## src/design/epd_pkg.sv

```systemverilog
// ----------------------------------------------------------------------------
// epd_pkg
// Shared constants, result type and packing helper for the EEG packet deframer.
// ----------------------------------------------------------------------------
package epd_pkg;

  localparam int unsigned POS_W = 5;

  localparam logic [7:0] SYNC_FIRST   = 8'hA5;
  localparam logic [7:0] SYNC_SECOND  = 8'h5A;
  localparam logic [7:0] VERSION_CODE = 8'h02;
  localparam logic [3:0] BUTTON_MASK  = 4'hF;

  localparam logic [POS_W-1:0] POS_SYNC_FIRST  = 5'd0;
  localparam logic [POS_W-1:0] POS_SYNC_SECOND = 5'd1;
  localparam logic [POS_W-1:0] POS_VERSION     = 5'd2;
  localparam logic [POS_W-1:0] POS_FRAME       = 5'd3;
  localparam logic [POS_W-1:0] POS_CHAN_BASE   = 5'd4;
  localparam logic [POS_W-1:0] POS_BUTTON      = 5'd16;

  localparam int unsigned CHANNEL_COUNT = 6;
  // Store keeps packet bytes from the version byte up to the last channel byte.
  localparam int unsigned STORE_LO = 2;
  localparam int unsigned STORE_HI = 15;

  localparam int unsigned OUT_BITS  = 8 + 8 + 16 * CHANNEL_COUNT + 4;
  localparam int unsigned OUT_BYTES = (OUT_BITS + 7) / 8;
  localparam int unsigned OUT_W     = OUT_BYTES * 8;

  typedef struct packed {
    logic [3:0]                       buttons;
    logic [CHANNEL_COUNT-1:0][15:0]   channel;   // [0] is channel one
    logic [7:0]                       frame_count;
    logic [7:0]                       version;
  } epd_result_t;

  // Pack fields from the lowest bit up, zero filled to whole bytes.
  function automatic logic [OUT_W-1:0] epd_pack(input epd_result_t r);
    logic [OUT_W-1:0] d;
    d = '0;
    d[7:0]  = r.version;
    d[15:8] = r.frame_count;
    for (int k = 0; k < CHANNEL_COUNT; k++) begin
      d[16 + 16*k +: 16] = r.channel[k];
    end
    d[16 + 16*CHANNEL_COUNT +: 4] = r.buttons;
    return d;
  endfunction

endpackage

```

## src/design/epd_parser.sv

```systemverilog
// ----------------------------------------------------------------------------
// epd_parser
// Byte position tracker and packet byte store; builds the result on the
// button byte.
// ----------------------------------------------------------------------------
module epd_parser
  import epd_pkg::*;
(
  input  logic        clk,
  input  logic        rst_n,
  input  logic        byte_ok,     // byte accepted this cycle
  input  logic [7:0]  rx_byte,
  output logic        at_last,     // next byte is the button byte
  output logic        pkt_done,    // result valid this cycle (with byte_ok)
  output epd_result_t pkt_result
);

  logic [POS_W-1:0] pos_r, pos_nxt;
  logic [POS_W-1:0] pos_eff;
  logic [7:0]       store_r [STORE_LO:STORE_HI];
  logic             bad_hdr;

  always_comb begin
    pos_eff = (pos_r > POS_BUTTON) ? POS_SYNC_FIRST : pos_r;
    bad_hdr = ((pos_eff == POS_SYNC_FIRST)  && (rx_byte != SYNC_FIRST))  ||
              ((pos_eff == POS_SYNC_SECOND) && (rx_byte != SYNC_SECOND)) ||
              ((pos_eff == POS_VERSION)     && (rx_byte != VERSION_CODE));
    if (bad_hdr || pos_eff == POS_BUTTON) begin
      pos_nxt = POS_SYNC_FIRST;
    end else begin
      pos_nxt = pos_eff + 5'd1;
    end
  end

  assign at_last  = (pos_eff == POS_BUTTON);
  assign pkt_done = byte_ok && at_last;

  always_ff @(posedge clk) begin
    if (!rst_n) begin
      pos_r <= POS_SYNC_FIRST;
    end else if (byte_ok) begin
      pos_r <= pos_nxt;
    end
  end

  // Header and sync bytes at positions 0 and 1 need no storage.
  always_ff @(posedge clk) begin
    if (byte_ok && !bad_hdr && pos_eff >= POS_VERSION && pos_eff < POS_BUTTON) begin
      store_r[pos_eff[3:0]] <= rx_byte;
    end
  end

  always_comb begin
    pkt_result.version     = store_r[POS_VERSION[3:0]];
    pkt_result.frame_count = store_r[POS_FRAME[3:0]];
    for (int k = 0; k < CHANNEL_COUNT; k++) begin
      pkt_result.channel[k] = {store_r[POS_CHAN_BASE[3:0] + 4'(2*k)],
                               store_r[POS_CHAN_BASE[3:0] + 4'(2*k + 1)]};
    end
    pkt_result.buttons = rx_byte[3:0] & BUTTON_MASK;
  end

endmodule

```

## src/design/epd_out_reg.sv

```systemverilog
// ----------------------------------------------------------------------------
// epd_out_reg
// Result register on the master side; holds a beat until it is taken.
// ----------------------------------------------------------------------------
module epd_out_reg
  import epd_pkg::*;
(
  input  logic             clk,
  input  logic             rst_n,
  input  logic             load,
  input  epd_result_t      result,
  output logic             can_load,
  output logic             out_tvalid,
  input  logic             out_tready,
  output logic [OUT_W-1:0] out_tdata
);

  logic             valid_r;
  logic [OUT_W-1:0] data_r;

  assign can_load   = !valid_r || out_tready;
  assign out_tvalid = valid_r;
  assign out_tdata  = data_r;

  always_ff @(posedge clk) begin
    if (!rst_n) begin
      valid_r <= 1'b0;
    end else if (load) begin
      valid_r <= 1'b1;
    end else if (out_tready) begin
      valid_r <= 1'b0;
    end
  end

  always_ff @(posedge clk) begin
    if (load) begin
      data_r <= epd_pack(result);
    end
  end

endmodule

```

## src/design/eeg_packet_deframer.sv

```systemverilog
// A packet result appears on out_tvalid in the cycle after its button byte is accepted.
// Throughput: one byte per cycle while in_tready is high; the position counter updates on each accepted byte.
// Only the button byte waits for the result register to be free; other bytes pass
// while a result is pending.
// Reset (rst_n low, synchronous): parser looks for the first sync byte, no result held.
// ----------------------------------------------------------------------------
// eeg_packet_deframer
// Assembles 17-byte sensor packets from a byte stream and emits one decoded
// result beat per complete packet.
// ----------------------------------------------------------------------------
module eeg_packet_deframer
  import epd_pkg::*;
(
  input  logic             clk,
  input  logic             rst_n,
  input  logic             in_tvalid,
  output logic             in_tready,
  input  logic [7:0]       in_tdata,   // [7:0] rx_byte
  output logic             out_tvalid,
  input  logic             out_tready,
  // [7:0] version, [15:8] frame_count, [31:16] channel_one, [47:32] channel_two,
  // [63:48] channel_three, [79:64] channel_four, [95:80] channel_five,
  // [111:96] channel_six, [115:112] buttons, [119:116] zero
  output logic [OUT_W-1:0] out_tdata
);

  logic        at_last;
  logic        can_load;
  logic        byte_ok;
  logic        pkt_done;
  epd_result_t pkt_result;

  assign in_tready = !at_last || can_load;
  assign byte_ok   = in_tvalid && in_tready;

  epd_parser u_parser (
    .clk        (clk),
    .rst_n      (rst_n),
    .byte_ok    (byte_ok),
    .rx_byte    (in_tdata),
    .at_last    (at_last),
    .pkt_done   (pkt_done),
    .pkt_result (pkt_result)
  );

  epd_out_reg u_out (
    .clk        (clk),
    .rst_n      (rst_n),
    .load       (pkt_done),
    .result     (pkt_result),
    .can_load   (can_load),
    .out_tvalid (out_tvalid),
    .out_tready (out_tready),
    .out_tdata  (out_tdata)
  );

endmodule
```

## config.mk

```make
export PLATFORM = sky130hd
export DESIGN_NAME = eeg_packet_deframer
export DESIGN_NICKNAME = d
export VERILOG_FILES = /design/src/design/epd_pkg.sv /design/src/design/epd_parser.sv /design/src/design/epd_out_reg.sv /design/src/design/eeg_packet_deframer.sv
export SDC_FILE = /design/constraint.sdc
export NUM_CORES = 1
export LEC_CHECK = 0
export ABC_AREA = 1
export BUFFER_PORTS_ARGS = -buffer_cell sky130_fd_sc_hd__buf_2
export CAP_MARGIN = 20
export CORE_MARGIN = 4
export CORE_UTILIZATION = 35
export CTS_CLUSTER_SIZE = 30
export DETAILED_ROUTE_END_ITERATION = 8
export GPL_TIMING_DRIVEN = 1
export PLACE_DENSITY = 0.53
export SKIP_LAST_GASP = 1
export SYNTH_ARGS = -nofsm -noshare
export SYNTH_HDL_FRONTEND = slang
export SYNTH_SLANG_ARGS = --single-unit
```

## constraint.sdc

```tcl
create_clock -name clk -period 10.5 [get_ports clk]
set_input_delay 2.625 -clock clk [delete_from_list [all_inputs] [get_ports clk]]
set_output_delay 2.625 -clock clk [all_outputs]
set_load 0.02 [all_outputs]
```

==> reports/results.tsv, run 1 <==
metric	value	unit
PD cells	196	nW/µm²
Max clock buf depth	3	
CTS tree	yes	
Die Height	155	µm
share of layout cells above drive strength 1	0.342	
RSZ-0062 raised after global routing	no	
CP most frequent cell	buf_2	
Synth top area share	0.911	
Netlist Area Pre-Place	7510	µm²
Post-CTS Setup Inserts	0	
Worst Hold Class	flop to flop	
Setup CP Type	primary input to output pin	
GRT Residual Overflow	0	
drt pass-1 iters	4	
dominant synthesized flop cell	edfxtp_1	
largest fanout on the critical path	3	
dpl hpwl	8.58	mm
CP delay by family, top	buffers and inverters	
Worst-Margin Slew	0.843	ns
CP Buf/Inv Count	3	
Via density	4.34	
largest family of logic cells by synthesized area	simple AND/OR/NAND/NOR gates	
Final GP Congestion	0.785	
Layout Skew	0.0107	ns
via count of the first global-routing pass	3603	
Hold WS	0.411	ns
area grow syn2layout	22.9	%
synthesized flop and latch total	234	
Compound-Gate Fraction of Synth Area	0.00550	
Ports	134	
num rows	53	
initial antenna violation count	0	
Cell Chain, Critical Path	buf_2 > inv_1 > nand3_2 > buf_2	
largest net degree at the start of global routing	61	
cell count after synthesis	355	
XOR/XNOR Fraction of Synth Area	0.00117	
Final TNS setup	0	ns
adder-cell share of the synthesized area	0	
most common cell in the netlist	edfxtp_1	
Nets	522	
clk sinks	234	
YS warnings	0	
MaxCap Viol Count	0	
Pwr Total	1.81	mW
fin crit share	0.546	
Leak	3.22	nW
Post-synth EDFFs	228	
CTS root buf	clkbuf_16	
DRT Wirelength	14.0	mm
first-pass GRT wire length	21.1	mm
clock buffer count from CTS	23	
WP data arrival	3.11	ns
worst skew pair latency	0.50	ns
outcome	completed	
Placeable Area	21100	µm²
post-route cell area	9230	µm²
Synth area leader	edfxtp_1	
Simple-Gate Fraction of Synth Area	0.0510	
Final Slew Violations	0	
die width	155	µm
worst vdd ir	0.0980	mV
ANT cells	0	
H-tree depth	1	
DR iter-0 viols	176	
Final Hold Vio Count	0	
clk slew on worst S/H paths	0.06	ns
mux cell area share after synthesis	0	
fraction of registers with async set/reset	0	
Avg Cell Area, Syn	21.2	µm²
Critical Path Max Stage Delay	0.19	ns
Vias	3477	
Max Fclk	0.174	GHz
slowest stage cell, crit path	buf_2	
Critical Path RT	7.88	ns
Post-DP Area	8510	µm²
Post-synth top cells	edfxtp_1 (228), nor2_1 (37), nand2_1 (35)	
post-CTS resize count	0	
Final setup viols	0	
minimum clock period	5.73	ns
DR DRC count	0	
die area	23900	µm²
synth unique cells	20	
hold_buf cts	0	
crit path launch type	primary input	
Total Routing Usage GR	0.116	
number of fill cells in the layout	1878	
crit end category	output pin	
ANT nets after route	0	
post-synthesis sequential area ratio	0.927	
max_slew headroom	0.436	
initial core utilization	0.356	
top cells by area, synth	edfxtp_1 (91%), nor2_1 (1.8%), nand2_1 (1.7%)	
Port Buffer Count	129	
DR WL/cell	17.4	µm
==> worst reg2reg max path: stages, from the launching register on <==
cell	delay [ns]
dfxtp_1	0.35
nor2_1	0.25
nand3_1	0.29
nor2_4	0.16
buf_4	0.57
buf_4	0.68
==> area by class of cell <==
| class | count | area, µm² | area share |
|---|---|---|---|
| Sequential cell | 234 | 6970 | 0.754 |
| Inverter | 21 | 78.8 | 0.00854 |
| Clock buffer | 25 | 583 | 0.0631 |
| Tap cell | 275 | 344 | 0.0373 |
| Timing Repair Buffer | 131 | 661 | 0.0715 |
| Clock inverter | 17 | 145 | 0.0157 |
| Multi-Input combinational cell | 99 | 455 | 0.0493 |
==> placed cells by master (no fill, tap or decap), types with 5 or more instances in the layout <==
cell       netlist  layout
nor2_1          37      36
buf_2            0     129
clkinv_2         0       6
inv_1           19      19
nand3_2          5       5
edfxtp_1       228     228
nand2_1         35      35
clkbuf_16        0      23
dfxtp_1          6       6
==> routing by layer <==
metal / vias to the layer above / wire length (µm) / global-route usage
met3: 24 / 970 / 0.0344
met4: 0 / 259 / 0.0282
met2: 128 / 6750 / 0.193
li1: 1629 / - / -
met1: 1696 / 5980 / 0.150
met5: - / 0 / 0
==> through the flow <==
stage          cells  setup WS, ns   util
4_1_cts          802          4.77  0.438
5_1_grt          802          4.73  0.438
6_report         802          4.77  0.438
2_1_floorplan    358          2.15      -
3_5_place_dp     760          4.78  0.403
3_3_place_gp     760          4.81  0.403
==> registers in the layout (all words and copies together), names as in the netlist <==
signal / cells
u_out.out_tdata: 4
u_parser.store_r: 112
out_tdata: 112
u_out.out_tvalid: 1
u_parser.pos_r: 5
==> power breakdown <==
part | switching, mW | leakage, nW | internal [mW]
Clock | 0.327 | 0.353 | 0.453
Combinational | 0.0159 | 0.775 | 0.00258
Sequential | 0.0000135 | 2.10 | 1.02
Total | 0.343 | 3.22 | 1.47
==> cells by family after synthesis <==
family                    count (synthesis)
AOI/OAI and AO/OA                         7
other                                     1
DFF                                     234
buffers and inverters                    25
and+or+nand+nor                          87
xor gates and xnor gates                  1
==> final timing paths <==
| kind | start | to | slack [ns] | depth (start not counted) |
|---|---|---|---|---|
| setup / recovery | out_tready | in_tready | 4.77 | 4 |
| hold / removal | u_parser.store_r[6][5] | out_tdata[45] | 0.41 | 0 |
| setup reg to reg | u_parser.pos_r[0] | out_tdata[78] | 7.75 | 5 |
| hold reg to reg | u_parser.store_r[6][5] | out_tdata[45] | 0.41 | 0 |
Power figures use the tool's default switching activity.
==> run 2, diff against run 1 <==
--- a/config.mk
+++ b/config.mk
@@ -13,7 +13,7 @@
 export CTS_CLUSTER_SIZE = 30
 export DETAILED_ROUTE_END_ITERATION = 8
 export GPL_TIMING_DRIVEN = 1
-export PLACE_DENSITY = 0.53
+export PLACE_DENSITY = 0.55
 export SKIP_LAST_GASP = 1
 export SYNTH_ARGS = -nofsm -noshare
 export SYNTH_HDL_FRONTEND = slang
==> constraint.sdc (replaced) <==
create_clock -name clk -period 4.9 [get_ports clk]
set_input_delay 1.225 -clock clk [delete_from_list [all_inputs] [get_ports clk]]
set_output_delay 1.225 -clock clk [all_outputs]
set_load 0.02 [all_outputs]
==> run 2 against run 1 <==
Die area unchanged; design area down 0.64%; worst setup slack lost 2.8 ns; sequential cell count did not move; utilization is 0.28 points lower; global-route usage rose by 0.53 points; hold slack better by 0.0048 ns; sequential share of layout area increased by 0.48 points; clock-buffer cell count rose by 5; via count rose by 0.89%; clock power rose by 100%; critical path type unchanged; largest power group unchanged.
==> reports/results.tsv, run 2 (synthesis results as in run 1) <==
metric	value	unit	change
Worst Hold Class	flop to flop		
crit end category	output pin		
reg2reg path depth	7		+2
Final Slew Violations	0		unchanged
Die Height	155	µm	unchanged
dpl hpwl	9.56	mm	+11%
MaxCap Viol Count	0		unchanged
GRT Residual Overflow	0		unchanged
fin crit share	0.600		
PD cells	414	nW/µm²	+110%
initial antenna violation count	0		unchanged
Setup CP Type	primary input to output pin		
final design utilization	0.435		-0.00279
Max Fclk	0.340	GHz	
footprint of the multi-input gates	455	µm²	unchanged
DR WL/cell	18.5	µm	+6.1%
slowest stage cell, crit path	buf_2		
Ports	134		unchanged
H-tree depth	1		unchanged
clk slew on worst S/H paths	0.06	ns	about the same
Nets	522		unchanged
end of the worst hold path	out_tdata[37]		
clk sinks	234		unchanged
hold wc startpoint	u_parser.store_r[7][5]		
capturing point of the worst reg2reg path	u_parser.store_r[14][2]		
CP most frequent cell	buf_2		
via count of the first global-routing pass	3605		+0.056%
Cell Chain, Critical Path	buf_2 > inv_1 > nand3_2 > buf_2		
drt pass-1 iters	4		unchanged
worst hold stages	0		unchanged
WP data arrival	1.72	ns	-1.39 ns
clock buffer count from CTS	23		unchanged
Final TNS setup	0	ns	unchanged
Leak	3.20	nW	-0.73%
max_slew headroom	0.369		-0.0670
area grow syn2layout	22.1	%	
DR iter-0 viols	265		+51%
R2R Path Start	u_parser.pos_r[0]		
outcome	completed		
CTS tree	yes		
Post-CTS Setup Inserts	0		unchanged
slack of the critical path	1.96	ns	-2.81 ns
DR DRC count	0		unchanged
ANT nets after route	0		unchanged
Final Hold Vio Count	0		unchanged
post-CTS resize count	0		unchanged
Hold WS	0.416	ns	+0.00480 ns
Sequential Area	6970	µm²	unchanged
Final setup viols	0		unchanged
minimum clock period	2.94	ns	
worst vdd ir	0.194	mV	+98%
Via density	4.41		+1.7%
die area	23900	µm²	unchanged
DRT Wirelength	14.7	mm	+5.3%
Worst-Margin Slew	0.946	ns	+0.104 ns
most frequent cells in the layout	edfxtp_1 (228), buf_2 (129), nor2_1 (36)		
Layout Skew	0.0129	ns	+0.00217 ns
Total Routing Usage GR	0.121		+0.00530
CTS root buf	clkbuf_16		
commonest non-fill, non-tap cell in the layout	edfxtp_1		
CP Buf/Inv Count	3		unchanged
worst skew pair latency	0.49	ns	about the same
Final GP Congestion	0.709		-9.6%
Placeable Area	21100	µm²	unchanged
crit path launch type	primary input		
largest fanout on the critical path	3		unchanged
initial core utilization	0.356		unchanged
Vias	3508		+0.89%
largest net degree at the start of global routing	78		+28%
Critical Path Max Stage Delay	0.19	ns	about the same
worst slack at placement	1.44	ns	-3.34 ns
RSZ-0062 raised after global routing	no		
Port Buffer Count	129		unchanged
first-pass GRT wire length	21.7	mm	+3.1%
die width	155	µm	unchanged
Critical Path RT	3.67	ns	-4.21 ns
num rows	53		unchanged
number of fill cells in the layout	1862		-0.85%
CP delay by family, top	buffers and inverters		
Max clock buf depth	3		unchanged
ANT cells	0		unchanged
reg-to-reg slack, setup	2.47	ns	-5.28 ns
hold_buf cts	0		unchanged
share of layout cells above drive strength 1	0.332		-0.00950
[run 2: cell types whose count changed in the layout (fill, tap and decap cells not counted), sizes merged]
cell	previous run	this run
clkbuf	25	30
clkinvlp	3	0
inv	22	21
clkinv	11	5
bufinv	2	1
[run 2: how the worst max path moves through the flow]
stage                 from                       to  slack, ns  cells past startpoint
2_1_floorplan   out_tready             out_tdata[0]       1.22                      4
3_3_place_gp   in_tdata[7]  u_parser.store_r[14][5]       1.52                      9
3_5_place_dp   in_tdata[7]  u_parser.store_r[14][0]       1.44                      9
4_1_cts         out_tready                in_tready       1.95                      4
5_1_grt        in_tdata[7]  u_parser.store_r[14][2]       1.77                      9
6_report        out_tready                in_tready       1.96                      4
[run 2: per-stage QoR]
step	total power, mW	area (µm²)	cells
floorplan	2.23	7530	358
global placement	2.26	8510	760
detailed placement	2.26	8510	760
CTS	3.85	9180	796
global route	3.94	9180	796
finish	3.80	9180	796
[run 2: layer usage]
| layer | track usage | routed length, µm | part of all wire | vias to the layer above |
|---|---|---|---|---|
| li1 | - | - | - | 1612 |
| met1 | 0.160 | 6260 | 0.43 | 1733 |
| met2 | 0.200 | 7080 | 0.48 | 138 |
| met3 | 0.0294 | 1010 | 0.069 | 25 |
| met4 | 0.0353 | 341 | 0.023 | 0 |
| met5 | 0 | 0 | 0 | - |
[run 2: cell type report]
type                            count  share of cell area
Multi-Input combinational cell     99              0.0496
Timing Repair Buffer              131              0.0720
Tap cell                          275              0.0375
Sequential cell                   234               0.759
Inverter                           21             0.00859
Clock inverter                      6             0.00627
Clock buffer                       30              0.0667
[run 2: worst register-to-register path, delay by kind of cell, from the launching register on]
family,cells,cell delay (ns)
flip-flops,1,0.34
AND/OR/NAND/NOR,7,1.73
[run 2: report_power, final]
group	leakage [nW]	internal (mW)	switching, mW
combinational	0.775	0.00555	0.0331
clock	0.329	0.923	0.659
sequential	2.10	2.18	0.0000263
==> run 3, diff against run 2 <==
--- a/config.mk
+++ b/config.mk
@@ -13,7 +13,7 @@
 export CTS_CLUSTER_SIZE = 30
 export DETAILED_ROUTE_END_ITERATION = 8
 export GPL_TIMING_DRIVEN = 1
-export PLACE_DENSITY = 0.55
+export PLACE_DENSITY = 0.53
 export SKIP_LAST_GASP = 1
 export SYNTH_ARGS = -nofsm -noshare
 export SYNTH_HDL_FRONTEND = slang
==> constraint.sdc (replaced) <==
create_clock -name clk -period 3.05 [get_ports clk]
set_input_delay 0.7625 -clock clk [delete_from_list [all_inputs] [get_ports clk]]
set_output_delay 0.7625 -clock clk [all_outputs]
set_load 0.02 [all_outputs]
==> run 3 against run 2 <==
Sequential cell count unchanged; largest cell class unchanged; final cell count increased by 3.4%; sequential power increased by 61%; hold slack got worse by 0.0021 ns; die area unchanged; critical path depth increased by 1; register-to-register slack got worse by 1.5 ns.
==> reports/results.tsv, run 3 (synthesis results as in run 1) <==
metric	value	unit	change
most frequent cells in the layout	edfxtp_1 (228), buf_2 (129), nor2_1 (36)		
CTS tree	yes		
DR iter-0 viols	262		-1.1%
CP delay by family, top	simple AND/OR/NAND/NOR gates		
Post-CTS Setup Inserts	0		unchanged
clock buffer count from CTS	23		unchanged
outcome	completed		
PD cells	672	nW/µm²	+62%
Placeable Area	21100	µm²	unchanged
post-CTS resize count	0		unchanged
initial antenna violation count	1		+1
largest net degree at the start of global routing	38		-51%
H-tree depth	1		unchanged
CTS root buf	clkbuf_16		
max_slew headroom	0.625		+0.255
worst skew pair latency	0.49	ns	about the same
Final Hold Vio Count	0		unchanged
Final setup viols	0		unchanged
die area	23900	µm²	unchanged
worst setup path startpoint	u_parser.pos_r[0]		
ANT cells	0		unchanged
minimum clock period	2.46	ns	
Final TNS setup	0	ns	unchanged
Vias	3557		+1.4%
final design utilization	0.450		+0.0154
Worst-Margin Slew	0.562	ns	-0.384 ns
ANT nets after route	0		unchanged
MaxCap Viol Count	0		unchanged
area grow syn2layout	26.4	%	
Cell Count, Final, Fillers Out	823		+3.4%
initial core utilization	0.356		unchanged
crit path launch type	flop		
fin crit share	0.807		
Nets	544		+4.2%
first-pass GRT wire length	22.1	mm	+1.6%
Cell Chain, Critical Path	nor2_1 > nand2_1 > nor2_1 > nand3_4 > buf_2		
Total Routing Usage GR	0.123		+0.00183
Port Buffer Count	129		unchanged
switch share	0.180		-0.00244
hold_buf cts	0		unchanged
Max clock buf depth	3		unchanged
Critical Path Max Stage Delay	0.35	ns	+0.16 ns
R2R Path Start	u_parser.pos_r[0]		
Worst Hold Class	flop to flop		
Ports	134		unchanged
WP data arrival	1.70	ns	-0.02 ns
commonest non-fill, non-tap cell in the layout	edfxtp_1		
hold wc startpoint	u_parser.store_r[4][5]		
num rows	53		unchanged
GRT Residual Overflow	0		unchanged
Final Slew Violations	0		unchanged
Psw	1.15	mW	+66%
slowest stage cell, crit path	dfxtp_1		
largest fanout on the critical path	4		+1
Leak	3.38	nW	+5.5%
Placed Cells	782		+2.9%
RSZ-0062 raised after global routing	no		
Critical Path RT	2.29	ns	-1.38 ns
via count of the first global-routing pass	3566		-1.1%
drt pass-1 iters	4		unchanged
Combinational Power Share	0.012		+0.002
DR WL/cell	18.1	µm	-2.2%
DR DRC count	0		unchanged
Via density	4.32		-1.9%
Clk pwr share	0.440		+0.024
part of the power in registers	0.548		-0.025
Layout Skew	0.00874	ns	-0.00413 ns
number of fill cells in the layout	1846		-0.86%
share of layout cells above drive strength 1	0.370		+0.0384
dpl hpwl	9.74	mm	+1.9%
die width	155	µm	unchanged
Final GP Congestion	0.800		+13%
clk sinks	234		unchanged
worst vdd ir	0.312	mV	+61%
DRT Wirelength	14.9	mm	+1.2%
clk slew on worst S/H paths	0.06	ns	about the same
Internal Power	5.23	mW	+68%
CP Buf/Inv Count	1		-2
Max Fclk	0.406	GHz	
crit end category	output pin		
Die Height	155	µm	unchanged
Setup CP Type	flop to output pin		
CP most frequent cell	nor2_1		
[run 3: power by group through the flow]
stage                     Sequential (mW)  Clock (mW)  Combinational [mW]
final                                3.50        2.81              0.0760
after global routing                 3.49        3.04              0.0838
after CTS                            3.50        2.89              0.0787
after detailed placement             3.57           0              0.0789
after global placement               3.57           0              0.0781
after floorplan                      3.57           0              0.0210
[run 3: per-stage QoR]
| step | setup slack [ns] | hold WS, ns | power, mW | instance area (µm²) |
|---|---|---|---|---|
| 2_1_floorplan | -0.0852 | 0.400 | 3.59 | 7560 |
| 3_3_place_gp | 0.613 | 0.401 | 3.64 | 8730 |
| 3_5_place_dp | 0.598 | 0.405 | 3.65 | 8730 |
| 4_1_cts | 0.569 | 0.413 | 6.46 | 9500 |
| 5_1_grt | 0.444 | 0.421 | 6.62 | 9500 |
| 6_report | 0.590 | 0.414 | 6.38 | 9500 |
[run 3: cell type report]
cell class,instances,area [µm²],area share
Timing Repair Buffer,153,863,0.0909
Inverter,21,91.3,0.00962
Tap cell,275,344,0.0362
Sequential cell,234,6970,0.733
Clock buffer,25,583,0.0614
Multi-Input combinational cell,99,468,0.0493
Clock inverter,16,183,0.0192
[run 3: final timing paths]
| check | endpoint | slack [ns] | depth (start not counted) |
|---|---|---|---|
| hold / removal | out_tdata[29] | 0.41 | 0 |
| hold reg to reg | out_tdata[29] | 0.41 | 0 |
| setup reg to reg | u_parser.store_r[7][3] | 1.00 | 6 |
| setup / recovery | in_tready | 0.59 | 5 |
[run 3: worst register-to-register path, cell delays in order (launching register included)]
cell,delay (ns)
dfxtp_1,0.35
nor2_1,0.23
nand3_1,0.26
nand3_1,0.20
nand3_2,0.10
nor2_4,0.17
and3_1,0.40
[run 3: metal layers]
metal | global-route usage | share of wire | routed length [µm] | vias up
li1 | - | - | - | 1669
met1 | 0.162 | 0.42 | 6220 | 1716
met2 | 0.201 | 0.48 | 7170 | 138
met4 | 0.0357 | 0.021 | 307 | 2
met3 | 0.0333 | 0.078 | 1160 | 32
met5 | 0 | 0.00047 | 7 | -
